## config.mk

```make
export PLATFORM = sky130hd
export DESIGN_NAME = ook_pwm_frame_decoder_unit_flat
export DESIGN_NICKNAME = d
export VERILOG_FILES = /design/src/rtl/opfd_pkg.sv /design/src/rtl/opfd_req_if.sv /design/src/rtl/opfd_rsp_if.sv /design/src/rtl/opfd_frame_core.sv /design/src/rtl/ook_pwm_frame_decoder_unit.sv /design/src/flat_wrapper.sv
export SDC_FILE = /design/constraint.sdc
export NUM_CORES = 1
export LEC_CHECK = 0
export ABC_AREA = 1
export BUFFER_PORTS_ARGS = -buffer_cell sky130_fd_sc_hd__buf_4
export CELL_PAD_IN_SITES_DETAIL_PLACEMENT = 0
export CELL_PAD_IN_SITES_GLOBAL_PLACEMENT = 1
export CORE_ASPECT_RATIO = 0.5
export CORE_MARGIN = 3
export CORE_UTILIZATION = 44
export DETAILED_ROUTE_END_ITERATION = 6
export PLACE_DENSITY = 0.92
export RECOVER_POWER = 50
export SKIP_LAST_GASP = 1
export SLEW_MARGIN = 0
export SYNTH_ARGS = -nofsm -noshare
export SYNTH_HDL_FRONTEND = slang
export SYNTH_SLANG_ARGS = --single-unit
export TNS_END_PERCENT = 100
```

## constraint.sdc

```tcl
create_clock -name clock -period 7.7 [get_ports clock]
set_input_delay 0.77 -clock clock [delete_from_list [all_inputs] [get_ports clock]]
set_output_delay 0.77 -clock clock [all_outputs]
set_load 0.05 [all_outputs]
```

## src/rtl/opfd_pkg.sv

```systemverilog
// ----------------------------------------------------------------------------
// opfd_pkg
// Shared types, register indexes and the pulse match helper for the OOK
// pulse-width frame decoder.
// ----------------------------------------------------------------------------
package opfd_pkg;

   // Field widths
   localparam int unsigned LEN_W    = 20;
   localparam int unsigned TIME_W   = 16;
   localparam int unsigned COUNT_W  = 7;
   localparam int unsigned FRAME_W  = 64;
   localparam int unsigned CSR_IDX_W  = 3;
   localparam int unsigned CSR_DATA_W = 20;

   // Register indexes on the csr port
   localparam logic [CSR_IDX_W-1:0] CSR_SHORT_TIME    = 3'd0;
   localparam logic [CSR_IDX_W-1:0] CSR_LONG_TIME     = 3'd1;
   localparam logic [CSR_IDX_W-1:0] CSR_TOLERANCE     = 3'd2;
   localparam logic [CSR_IDX_W-1:0] CSR_GAP_TIME      = 3'd3;
   localparam logic [CSR_IDX_W-1:0] CSR_MIN_BIT_COUNT = 3'd4;
   localparam logic [CSR_IDX_W-1:0] CSR_MAX_BIT_COUNT = 3'd5;

   // Register reset values
   localparam logic [TIME_W-1:0]  SHORT_TIME_RST    = 16'd250;
   localparam logic [TIME_W-1:0]  LONG_TIME_RST     = 16'd500;
   localparam logic [TIME_W-1:0]  TOLERANCE_RST     = 16'd120;
   localparam logic [LEN_W-1:0]   GAP_TIME_RST      = 20'd1500;
   localparam logic [COUNT_W-1:0] MIN_BIT_COUNT_RST = 7'd64;
   localparam logic [COUNT_W-1:0] MAX_BIT_COUNT_RST = 7'd80;

   // Frame decoder phase; code 3 is unused
   typedef enum logic [1:0] {
      PHASE_IDLE       = 2'd0,
      PHASE_WAIT_MARK  = 2'd1,
      PHASE_WAIT_SPACE = 2'd2
   } phase_type;

   typedef struct packed {
      logic [TIME_W-1:0]  short_time;
      logic [TIME_W-1:0]  long_time;
      logic [TIME_W-1:0]  tolerance;
      logic [LEN_W-1:0]   gap_time;
      logic [COUNT_W-1:0] min_bit_count;
      logic [COUNT_W-1:0] max_bit_count;
   } config_type;

   typedef struct packed {
      logic               emit;
      logic [FRAME_W-1:0] frame_bits;
      logic [COUNT_W-1:0] frame_length;
   } frame_type;

   // True when |len - nominal| < tol
   function automatic logic near_value(input logic [LEN_W-1:0]  len,
                                       input logic [TIME_W-1:0] nominal,
                                       input logic [TIME_W-1:0] tol);
      logic [LEN_W-1:0] nom_ext;
      logic [LEN_W-1:0] diff;
      nom_ext = {{(LEN_W-TIME_W){1'b0}}, nominal};
      diff    = (len > nom_ext) ? (len - nom_ext) : (nom_ext - len);
      return diff < {{(LEN_W-TIME_W){1'b0}}, tol};
   endfunction

endpackage

```

## src/rtl/opfd_req_if.sv

```systemverilog
// ----------------------------------------------------------------------------
// opfd_req_if
// Pulse channel: one radio pulse (level and duration) per transaction.
// ----------------------------------------------------------------------------
interface opfd_req_if;
   logic        valid;
   logic        ready;
   logic        pulse_level;
   logic [19:0] pulse_length;

   modport source (output valid, output pulse_level, output pulse_length, input ready);
   modport sink   (input valid, input pulse_level, input pulse_length, output ready);
endinterface

```

## src/rtl/opfd_rsp_if.sv

```systemverilog
// ----------------------------------------------------------------------------
// opfd_rsp_if
// Frame channel: one decoded frame and its split fields per transaction.
// ----------------------------------------------------------------------------
interface opfd_rsp_if;
   logic        valid;
   logic        ready;
   logic [63:0] frame_bits;
   logic [6:0]  frame_length;
   logic [31:0] serial_number;
   logic [3:0]  button_code;
   logic [15:0] press_counter;

   modport source (output valid, output frame_bits, output frame_length,
                   output serial_number, output button_code, output press_counter,
                   input ready);
   modport sink   (input valid, input frame_bits, input frame_length,
                   input serial_number, input button_code, input press_counter,
                   output ready);
endinterface

```

## src/rtl/opfd_frame_core.sv

```systemverilog
// ----------------------------------------------------------------------------
// opfd_frame_core
// Frame state machine: classifies one pulse per step, shifts bits into the
// frame register and reports a finished frame that passes the length check.
// ----------------------------------------------------------------------------
module opfd_frame_core
   import opfd_pkg::*;
(
   input  logic               clock,
   input  logic               reset,
   input  logic               step_valid,
   input  logic               pulse_level,
   input  logic [LEN_W-1:0]   pulse_length,
   input  config_type         cfg,
   output frame_type          frame
);

   phase_type            phase_ff, phase_in;
   logic [FRAME_W-1:0]   shift_ff, shift_in;
   logic [COUNT_W-1:0]   count_ff, count_in;

   logic                 match_short;
   logic                 match_long;
   logic                 mark_ok;
   logic [FRAME_W-1:0]   shifted;
   logic [COUNT_W:0]     count_inc;
   logic                 too_many;
   logic                 length_ok;
   logic                 end_frame;

   // Classify the pulse against the configured times
   always_comb begin
      match_short = near_value(pulse_length, cfg.short_time, cfg.tolerance);
      match_long  = near_value(pulse_length, cfg.long_time, cfg.tolerance);
      mark_ok     = match_short || match_long;
      shifted     = {shift_ff[FRAME_W-2:0], ~match_short};
      count_inc   = {1'b0, count_ff} + {{COUNT_W{1'b0}}, 1'b1};
      too_many    = count_inc > {1'b0, cfg.max_bit_count};
      length_ok   = (count_ff >= cfg.min_bit_count) && (count_ff <= cfg.max_bit_count);
   end

   // Next state and frame end
   always_comb begin
      phase_in  = phase_ff;
      shift_in  = shift_ff;
      count_in  = count_ff;
      end_frame = 1'b0;
      if (step_valid) begin
         unique case (phase_ff)
            PHASE_IDLE: begin
               if (pulse_level && mark_ok) begin
                  phase_in = PHASE_WAIT_SPACE;
                  shift_in = shifted;
                  count_in = count_inc[COUNT_W-1:0];
               end
            end
            PHASE_WAIT_SPACE: begin
               if (!pulse_level) begin
                  if (match_short) begin
                     phase_in = PHASE_WAIT_MARK;
                  end else begin
                     end_frame = 1'b1;
                  end
               end
            end
            PHASE_WAIT_MARK: begin
               if (pulse_level) begin
                  if (mark_ok) begin
                     phase_in = PHASE_WAIT_SPACE;
                     shift_in = shifted;
                     count_in = count_inc[COUNT_W-1:0];
                  end else begin
                     end_frame = 1'b1;
                  end
               end else if (pulse_length >= cfg.gap_time) begin
                  end_frame = 1'b1;
               end
            end
            default: begin
               phase_in = PHASE_IDLE;
               shift_in = '0;
               count_in = '0;
            end
         endcase
         // Drop the frame once it grows past the limit
         if ((phase_ff == PHASE_IDLE || phase_ff == PHASE_WAIT_MARK) &&
             pulse_level && mark_ok && too_many) begin
            phase_in = PHASE_IDLE;
            shift_in = '0;
            count_in = '0;
         end
         if (end_frame) begin
            phase_in = PHASE_IDLE;
            shift_in = '0;
            count_in = '0;
         end
      end
      frame.emit         = end_frame && length_ok;
      frame.frame_bits   = shift_ff;
      frame.frame_length = count_ff;
   end

   // Hold frame state
   always_ff @(posedge clock) begin
      if (reset) begin
         phase_ff <= PHASE_IDLE;
         shift_ff <= '0;
         count_ff <= '0;
      end else begin
         phase_ff <= phase_in;
         shift_ff <= shift_in;
         count_ff <= count_in;
      end
   end

endmodule

```

## src/rtl/ook_pwm_frame_decoder_unit.sv

```systemverilog
// ----------------------------------------------------------------------------
// ook_pwm_frame_decoder_unit
// OOK pulse-width frame decoder: turns a stream of pulses into frames.
// ----------------------------------------------------------------------------
// Usage:
//   req_ch carries one pulse per transaction (level, duration in us).
//   rsp_ch carries one decoded frame per transaction; most pulses give none.
//   csr_we/csr_index/csr_wdata write the timing and bit count registers;
//   write them only while no pulse is in flight.
// Timing:
//   A pulse taken on req_ch sits in the input register until it is
//   decoded; its frame, if any, is then loaded into the output register.
//   One pulse per cycle is sustained while the output register is free or
//   draining: the input register, the frame state machine and the output
//   register form a two-stage pipeline with no stall of its own.
// Stall:
//   While a frame waits on rsp_ch, the next pulse still decodes if the
//   output register is being drained; otherwise the pulse is held in the
//   input register and req_ch.ready drops once that register is full.
// Reset:
//   Synchronous, active high. Clears the frame state, both pipeline stages
//   and loads the default timing registers.
// ----------------------------------------------------------------------------
module ook_pwm_frame_decoder_unit
   import opfd_pkg::*;
(
   input  logic                  clock,
   input  logic                  reset,
   opfd_req_if.sink              req_ch,
   opfd_rsp_if.source            rsp_ch,
   input  logic                  csr_we,
   input  logic [CSR_IDX_W-1:0]  csr_index,
   input  logic [CSR_DATA_W-1:0] csr_wdata
);

   config_type          cfg_ff, cfg_in;

   logic                s1_valid_ff, s1_valid_in;
   logic                s1_level_ff;
   logic [LEN_W-1:0]    s1_length_ff;

   logic                out_valid_ff, out_valid_in;
   logic [FRAME_W-1:0]  out_bits_ff;
   logic [COUNT_W-1:0]  out_length_ff;

   logic                req_take;
   logic                advance;
   frame_type           frame;

   // Configuration write decode
   always_comb begin
      cfg_in = cfg_ff;
      if (csr_we) begin
         unique case (csr_index)
            CSR_SHORT_TIME:    cfg_in.short_time    = csr_wdata[TIME_W-1:0];
            CSR_LONG_TIME:     cfg_in.long_time     = csr_wdata[TIME_W-1:0];
            CSR_TOLERANCE:     cfg_in.tolerance     = csr_wdata[TIME_W-1:0];
            CSR_GAP_TIME:      cfg_in.gap_time      = csr_wdata[LEN_W-1:0];
            CSR_MIN_BIT_COUNT: cfg_in.min_bit_count = csr_wdata[COUNT_W-1:0];
            CSR_MAX_BIT_COUNT: cfg_in.max_bit_count = csr_wdata[COUNT_W-1:0];
            default:           cfg_in = cfg_ff;
         endcase
      end
   end

   always_ff @(posedge clock) begin
      if (reset) begin
         cfg_ff.short_time    <= SHORT_TIME_RST;
         cfg_ff.long_time     <= LONG_TIME_RST;
         cfg_ff.tolerance     <= TOLERANCE_RST;
         cfg_ff.gap_time      <= GAP_TIME_RST;
         cfg_ff.min_bit_count <= MIN_BIT_COUNT_RST;
         cfg_ff.max_bit_count <= MAX_BIT_COUNT_RST;
      end else begin
         cfg_ff <= cfg_in;
      end
   end

   // Pipeline handshake: decode when the output register is free or draining
   always_comb begin
      advance      = s1_valid_ff && (!out_valid_ff || rsp_ch.ready);
      req_ch.ready = !s1_valid_ff || advance;
      req_take     = req_ch.valid && req_ch.ready;
      s1_valid_in  = req_take || (s1_valid_ff && !advance);
      if (advance) begin
         out_valid_in = frame.emit;
      end else begin
         out_valid_in = out_valid_ff && !rsp_ch.ready;
      end
   end

   // Input register
   always_ff @(posedge clock) begin
      if (reset) begin
         s1_valid_ff <= 1'b0;
      end else begin
         s1_valid_ff <= s1_valid_in;
      end
   end

   always_ff @(posedge clock) begin
      if (req_take) begin
         s1_level_ff  <= req_ch.pulse_level;
         s1_length_ff <= req_ch.pulse_length;
      end
   end

   // Frame state machine
   opfd_frame_core u_core (
      .clock        (clock),
      .reset        (reset),
      .step_valid   (advance),
      .pulse_level  (s1_level_ff),
      .pulse_length (s1_length_ff),
      .cfg          (cfg_ff),
      .frame        (frame)
   );

   // Output register
   always_ff @(posedge clock) begin
      if (reset) begin
         out_valid_ff <= 1'b0;
      end else begin
         out_valid_ff <= out_valid_in;
      end
   end

   always_ff @(posedge clock) begin
      if (advance && frame.emit) begin
         out_bits_ff   <= frame.frame_bits;
         out_length_ff <= frame.frame_length;
      end
   end

   // Split the frame fields
   assign rsp_ch.valid         = out_valid_ff;
   assign rsp_ch.frame_bits    = out_bits_ff;
   assign rsp_ch.frame_length  = out_length_ff;
   assign rsp_ch.serial_number = out_bits_ff[63:32];
   assign rsp_ch.button_code   = out_bits_ff[31:28];
   assign rsp_ch.press_counter = out_bits_ff[15:0];

   // Checks
   a_new_frame_from_decode: assert property (@(posedge clock) disable iff (reset)
      $rose(out_valid_ff) |-> $past(advance && frame.emit))
      else $error("frame appeared without a decoded frame end");

   a_stall_only_when_full: assert property (@(posedge clock) disable iff (reset)
      !req_ch.ready |-> (s1_valid_ff && out_valid_ff && !rsp_ch.ready))
      else $error("pulse channel stalled with room in the pipeline");

   a_take_fills_input: assert property (@(posedge clock) disable iff (reset)
      req_take |=> s1_valid_ff)
      else $error("taken pulse lost from the input register");

   a_frame_not_empty: assert property (@(posedge clock) disable iff (reset)
      rsp_ch.valid |-> (rsp_ch.frame_length != '0))
      else $error("emitted frame carries no bits");

endmodule

```

## src/flat_wrapper.sv

```systemverilog
// flat-port wrapper written by rule: the top's interface ports become plain ports
module ook_pwm_frame_decoder_unit_flat import opfd_pkg::*;
  (clock, reset, csr_we, csr_index, csr_wdata, req_ch_valid, req_ch_pulse_level, req_ch_pulse_length, req_ch_ready, rsp_ch_valid, rsp_ch_frame_bits, rsp_ch_frame_length, rsp_ch_serial_number, rsp_ch_button_code, rsp_ch_press_counter, rsp_ch_ready);
  opfd_req_if req_ch_i ();
  opfd_rsp_if rsp_ch_i ();
  input  logic clock;
  input  logic reset;
  input  logic csr_we;
  input  logic [CSR_IDX_W-1:0] csr_index;
  input  logic [CSR_DATA_W-1:0] csr_wdata;
  input wire logic [$bits(req_ch_i.valid)-1:0] req_ch_valid;
  input wire logic [$bits(req_ch_i.pulse_level)-1:0] req_ch_pulse_level;
  input wire logic [$bits(req_ch_i.pulse_length)-1:0] req_ch_pulse_length;
  output wire logic [$bits(req_ch_i.ready)-1:0] req_ch_ready;
  output wire logic [$bits(rsp_ch_i.valid)-1:0] rsp_ch_valid;
  output wire logic [$bits(rsp_ch_i.frame_bits)-1:0] rsp_ch_frame_bits;
  output wire logic [$bits(rsp_ch_i.frame_length)-1:0] rsp_ch_frame_length;
  output wire logic [$bits(rsp_ch_i.serial_number)-1:0] rsp_ch_serial_number;
  output wire logic [$bits(rsp_ch_i.button_code)-1:0] rsp_ch_button_code;
  output wire logic [$bits(rsp_ch_i.press_counter)-1:0] rsp_ch_press_counter;
  input wire logic [$bits(rsp_ch_i.ready)-1:0] rsp_ch_ready;
  assign req_ch_i.valid = req_ch_valid;
  assign req_ch_i.pulse_level = req_ch_pulse_level;
  assign req_ch_i.pulse_length = req_ch_pulse_length;
  assign req_ch_ready = req_ch_i.ready;
  assign rsp_ch_valid = rsp_ch_i.valid;
  assign rsp_ch_frame_bits = rsp_ch_i.frame_bits;
  assign rsp_ch_frame_length = rsp_ch_i.frame_length;
  assign rsp_ch_serial_number = rsp_ch_i.serial_number;
  assign rsp_ch_button_code = rsp_ch_i.button_code;
  assign rsp_ch_press_counter = rsp_ch_i.press_counter;
  assign rsp_ch_i.ready = rsp_ch_ready;
  ook_pwm_frame_decoder_unit u_core (.clock(clock), .reset(reset), .req_ch(req_ch_i), .rsp_ch(rsp_ch_i), .csr_we(csr_we), .csr_index(csr_index), .csr_wdata(csr_wdata));
endmodule
```

# --- After elaboration in Yosys (flattened, before gate mapping) ---
# Cells that the tools add are included.
totals:
  out_inout_bits: 125
  regBits: 249
  n_memories: 0
  romBits: 0
  latch_bits: 0
  ram_bits: 0
classes:
  bitwise_logic: 1
  n_lt_le_gt_ge: 8
  n_addsub: 5
  shifts: 0
  div: 0
  reduce_logical: 30
  eq_ne: 13
  mux: 31
  n_mul: 0
op_table:
  columns: ["operator", "count"]
  rows:
  - ["$mux 64", 5]
  - ["$pmux 64 s3", 1]
  - ["$gt 20x16->1", 2]
  - ["$lt 20x16->1", 2]
  - ["$mux 20", 2]
  - ["$sub 16x20->20", 2]
  - ["$sub 20x16->20", 2]
  - ["$mux 7", 5]
  - ["$pmux 7 s3", 1]
  - ["$ge 20x20->1", 1]
  - ["$mux 2", 7]
  - ["$reduce_and 2->1", 6]
  - ["$logic_and 1x1->1", 11]
  - ["$add 7x1->8 const B", 1]
  - ["$gt 8x7->1", 1]
  - ["$mux 1", 8]
  - ["$ne 4x3->1 const B", 2]
  - ["$ne 4x4->1 const B", 2]
  - ["$ge 7x7->1", 1]
  - ["$le 7x7->1", 1]
  - ["$eq 3x2->1 const B", 2]
  - ["$eq 3x3->1 const B", 2]
  - ["$pmux 2 s3", 1]
  - ["$reduce_and 6->1", 1]
  - ["12 further kinds", 19]

# --- Depth between registers and ports, before layout ---
depth:
  ltp_word: 11
  ltp_mapped: 43
  ltp_nobuf: 39

# --- By module ---
# From an unflattened synthesis, not the netlist that was laid out.
hier_totals:
  cells_unflattened: 2372
  hier_area_um2: 16652.2
modules_own_cells:
  columns: ["mod", "seq_area_each_um2", "cells_per_inst", "n_inst", "area_each_um2"]
  rows:
  - ["opfd_frame_core", 1461.4, 1758, 1, 10178.5]
  - ["ook_pwm_frame_decoder_unit", 4444.3, 614, 1, 6473.7]

# --- Worst setup path before layout ---
# OpenSTA, ideal clock, no wires.
synth_timing:
  path_kind: "register to register"
  startpoint: "reg u_core.s1_length_ff[0]"
  endpoint: "reg u_core.out_bits_ff[0], in the netlist u_core.rsp_ch.frame_bits[0] (enable)"
  arrival_ps: 5628
  setup_ps: 425
  slack_ps: 1647
  path_stages_with_launch: 38
  n_path_buf: 3
  path_cell_list: "edfxtp_1 inv_1 ha_1 inv_1 fa_1 nand3_1 nand2_1 nand2_1 nand2_1 nand2_1 nand2_1 nand2_2 nand2_4 clkbuf_1 clkbuf_1 o31ai_1 xor2_1 inv_1 (+2 left out) nand2_1 nand2_1 a21oi_1 nor2_1 nand2_1 a21oi_1 nand2_1 a21oi_2 nand3_2 nand2_2 nand2_1 nand2_1 nand2_2 nand2_4 inv_2 buf_2 nand4_1 inv_1"
synth_between:
  elab_chain_len: 11
  word_cells_on_any_way: 22
  classes_between: "add/sub: 4; order compare: 5; mux: 10; reduce/logical: 3"
synth_lines:
  columns: ["item", "line", "rtl"]
  rows:
  - ["start: declaration", "ook_pwm_frame_decoder_unit.sv:40", "logic [LEN_W-1:0] s1_length_ff;"]
  - ["start signal: assignment", "ook_pwm_frame_decoder_unit.sv:104", "s1_length_ff <= req_ch.pulse_length;"]
  - ["$sub 16x20->20 (tied with other cells)", "opfd_pkg.sv:61", "diff = (len > nom_ext) ? (len - nom_ext) : (nom_ext - len);"]
  - ["$mux 20", "opfd_pkg.sv:61", null]
  - ["$lt 20x16->1", "opfd_pkg.sv:62", "return diff < {{(LEN_W-TIME_W){1'b0}}, tol};"]
  - ["$logic_or 1x1->1", "opfd_frame_core.sv:35", "mark_ok = match_short || match_long;"]
  - ["$mux 1", "opfd_frame_core.sv:68", "if (mark_ok) begin"]
  - ["$mux 1", "opfd_frame_core.sv:67", "if (pulse_level) begin"]
  - ["$pmux 1 s2 *", "opfd_frame_core.sv:49", "unique case (phase_ff)"]
  - ["$mux 1 * (2 in a row)", "opfd_frame_core.sv:48", "if (step_valid) begin"]
  - ["$logic_and 1x1->1 *", "opfd_frame_core.sv:98", "frame.emit = end_frame && length_ok;"]
  - ["$logic_and 1x1->1 *", "ook_pwm_frame_decoder_unit.sv:129", "if (advance && frame.emit) begin"]
  - ["end signal: assignment", "ook_pwm_frame_decoder_unit.sv:130", "out_bits_ff <= frame.frame_bits;"]
  - ["end: declaration", "ook_pwm_frame_decoder_unit.sv:43", "logic [FRAME_W-1:0] out_bits_ff;"]
# Mark *: on every way between the ends. The rest lies on a longest branch, timed or not. The select of a mux whose other input is x is not followed.
# A chain may end at the register's enable or synchronous reset.

# --- Final worst setup path ---
layout_timing:
  startpoint: "reg u_core.s1_length_ff[0]"
  endpoint: "reg u_core.out_bits_ff[48], in the netlist u_core.rsp_ch.frame_bits[48] (enable)"
# The elaborated chain is that of the path after synthesis.

==> metrics <==
status=complete, but fails checks; failing checks=capacitance limit, slew limit; Post-Route WL=~41000 um; EDFF count, synth=between 90 and 100; Detail Placement HPWL=roughly 31000 um; Root Buffer=clkbuf_16; CORE AREA=around 33000 um^2; WP data required=7.92 ns; PortBufs=173; largest net degree at the start of global routing=just under 80; Final Hold Violating Endpoints=0; Seq/Total Area, Yosys=around 39%; antenna violations before repair=0; antenna viol nets, final=0; top cell type's share of synthesized area=20.9%; Final setup viols=0; pwr dens=just under 200 nW/um^2; Post-Syn Area=roughly 15000 um^2; vias in the first global route=~12k; Die W=roughly 270 um; clk_lat worst skew=0.55 ns; synthesis-to-finish area growth=11.8%; post-CTS setup buffers=0; CTS Hold Bufs=0; initial DRC count=~940; first-pass GRT wire length=approximately 65000 um; dpl ws=approximately 1.2 ns; share of layout cells above drive strength 1=8.65%; Starting Density=a little under half; CP dominant cell by count=nand2_1; Synth warnings=0; CTS H-Tree Depth=1; predominant post-synthesis flop cell=dfxtp_1; Worst-path clk slew=0.07 ns; die height=around 140 um; Diodes inserted=0; Fin Setup TNS=0 ns; CP endpoint kind=register; Cells after Synth=between 1.5k and 2k; Max Cap Viol=1; Max-slew headroom=-67.7%; TritonCTS clock tree=done; flops & latches, synth=about 250; post-synth top area cell=dfxtp_1; die area=around 37000 um^2; Period Utilization, post-route=a little under nine tenths; worst vdd ir=~0.12 mV; via density per instance=about 5.1; most instantiated cells after synthesis=nand2_1, inv_1, nor2_1; critical setup path kind=reg -> reg; leakage=slightly below 8 nW; Clock Sinks=249; largest cells by area after synthesis=dfxtp_1, edfxtp_1, ha_1; final critical-path required period=~6.6 ns; final RePlAce weighted congestion=around 0.97; ys async rst share=0%; fin. max-slew vios=77; drt wl/cell=approximately 16 um; peak fanout along the critical path=49; router iterations before antenna repair=5; most numerous cell in the Yosys netlist=nand2_1; post-cts resize count=0; clock buffer depth=3; worst setup margin=~1.1 ns; fin nets=around 2.3k; Achievable Freq=around 0.15 GHz; min-delay worst type=in -> reg; RSZ-0062 raised after global routing=no; Mapped Avg Cell Area=around 7.7 um^2; WP data arrival=6.79 ns; slowest CP cell=o32ai_1; Min Hold Slack=0.412 ns; Worst-Margin Slew=2.50 ns; Worst path max stage delay=around 0.45 ns; Critical Path Source Type=register; I/O pins=174; skew final=around 0.015 ns; row count=47; DRC=0; CTS buffer count=24; gr usage total=between 20% and 30%; GRT overflow=0; Netlist cell types=50; post-synth net total=between 2k and 2.5k; routed via count=12.8k
-- cells by family (layout without fill, tap and decap cells) --
group / Yosys count / after routing / share of synthesized area, %
AO/OA/AOI/OAI: 351 / 351 / 13.1
XOR/XNOR: 33 / 33 / 1.92
adder cells (fa/ha/maj): 145 / 145 / 12.2
buffers and inverters: 386 / 499 / 11.6
flip-flops: 249 / 249 / 39.2
multiplexers: 4 / 4 / 0.274
AND/OR/NAND/NOR: 799 / 799 / 21.7
-- registers in the layout, summed over array words and instances, names as in the netlist, 2 cells and up --
register and flops:
u_core.s1_length_ff 20, u_core.u_core.count_ff 7, u_core.u_core.shift_ff 64, u_core.u_core.phase_ff 2, u_core.rsp_ch.frame_length 7, u_core.cfg_ff 82
u_core.rsp_ch.frame_bits 64
-- per-layer routing --
layer,GRT usage (%),wire length (um),vias to the layer above
met5,0,0,-
met4,4.90,782,0
met3,2.95,1990,57
met2,37.8,19000,284
met1,30.4,19100,5940
li1,-,-,6499
-- final timing paths --
| kind | slack (ns) | cells after the start | from | endpoint |
|---|---|---|---|---|
| setup reg to reg | 1.14 | 35 | u_core.s1_length_ff[0] | u_core.rsp_ch.frame_bits[48] |
| hold / removal | 0.41 | 1 | req_ch_pulse_length[1] | u_core.s1_length_ff[1] |
| hold reg to reg | 0.43 | 0 | u_core.u_core.shift_ff[34] | u_core.rsp_ch.frame_bits[34] |
| setup / recovery | 1.14 | 35 | u_core.s1_length_ff[0] | u_core.rsp_ch.frame_bits[48] |
-- worst max-delay path, delay by kind of cell (launching register included) --
kind / cells / cell delay, ns
AO/OA/AOI/OAI: 5 / 1.40
XOR/XNOR: 1 / 0.19
adder cells (fa/ha/maj): 3 / 0.92
buffers and inverters: 7 / 1.39
flip-flops: 1 / 0.43
AND/OR/NAND/NOR: 19 / 1.83
-- placed cells by master, fill, tap and decap left out, types with 5 or more instances in the layout --
| cell type | count |
|---|---|
| a211oi_1 | 7 |
| a21boi_0 | 5 |
| a21oi_1 | 161 |
| a31oi_1 | 6 |
| buf_4 | 82 |
| clkbuf_1 | 81 |
| clkbuf_16 | 25 |
| clkbuf_4 | 21 |
| dfxtp_1 | 157 |
| edfxtp_1 | 92 |
| ha_1 | 141 |
| inv_1 | 264 |
| inv_2 | 9 |
| nand2_1 | 464 |
| nand2_2 | 9 |
| nand3_1 | 54 |
| nand4_1 | 14 |
| nor2_1 | 210 |
| nor3_1 | 24 |
| o211ai_1 | 21 |
| o21ai_0 | 114 |
| o21bai_1 | 13 |
| xnor2_1 | 17 |
| xor2_1 | 16 |
-- through the flow --
stage	area (um^2)	utilization (%)	power [mW]	std cells
finish	16800	50.4	3.30	2521
floorplan	15100	-	1.91	1967
CTS	17100	51.2	3.32	2521
global route	16800	50.4	3.47	2521
detailed placement	16300	48.8	2.09	2477
global placement	16300	48.8	2.09	2477
-- power breakdown --
group	internal, mW	switching [mW]
registers	1.40	0.0398
logic	0.227	0.403
clock network	0.699	0.524
total	2.33	0.966
-- cell type report --
class | count | area [um^2]
clock buffer | 34 | 689
timing repair buffer | 181 | 1110
sequential | 249 | 5910
multi-input combinational | 1332 | 7400
inverter | 274 | 1030
clock inverter | 10 | 135
fill | 3313 | 16600
tap | 441 | 552
Power figures use the tool's default switching activity.
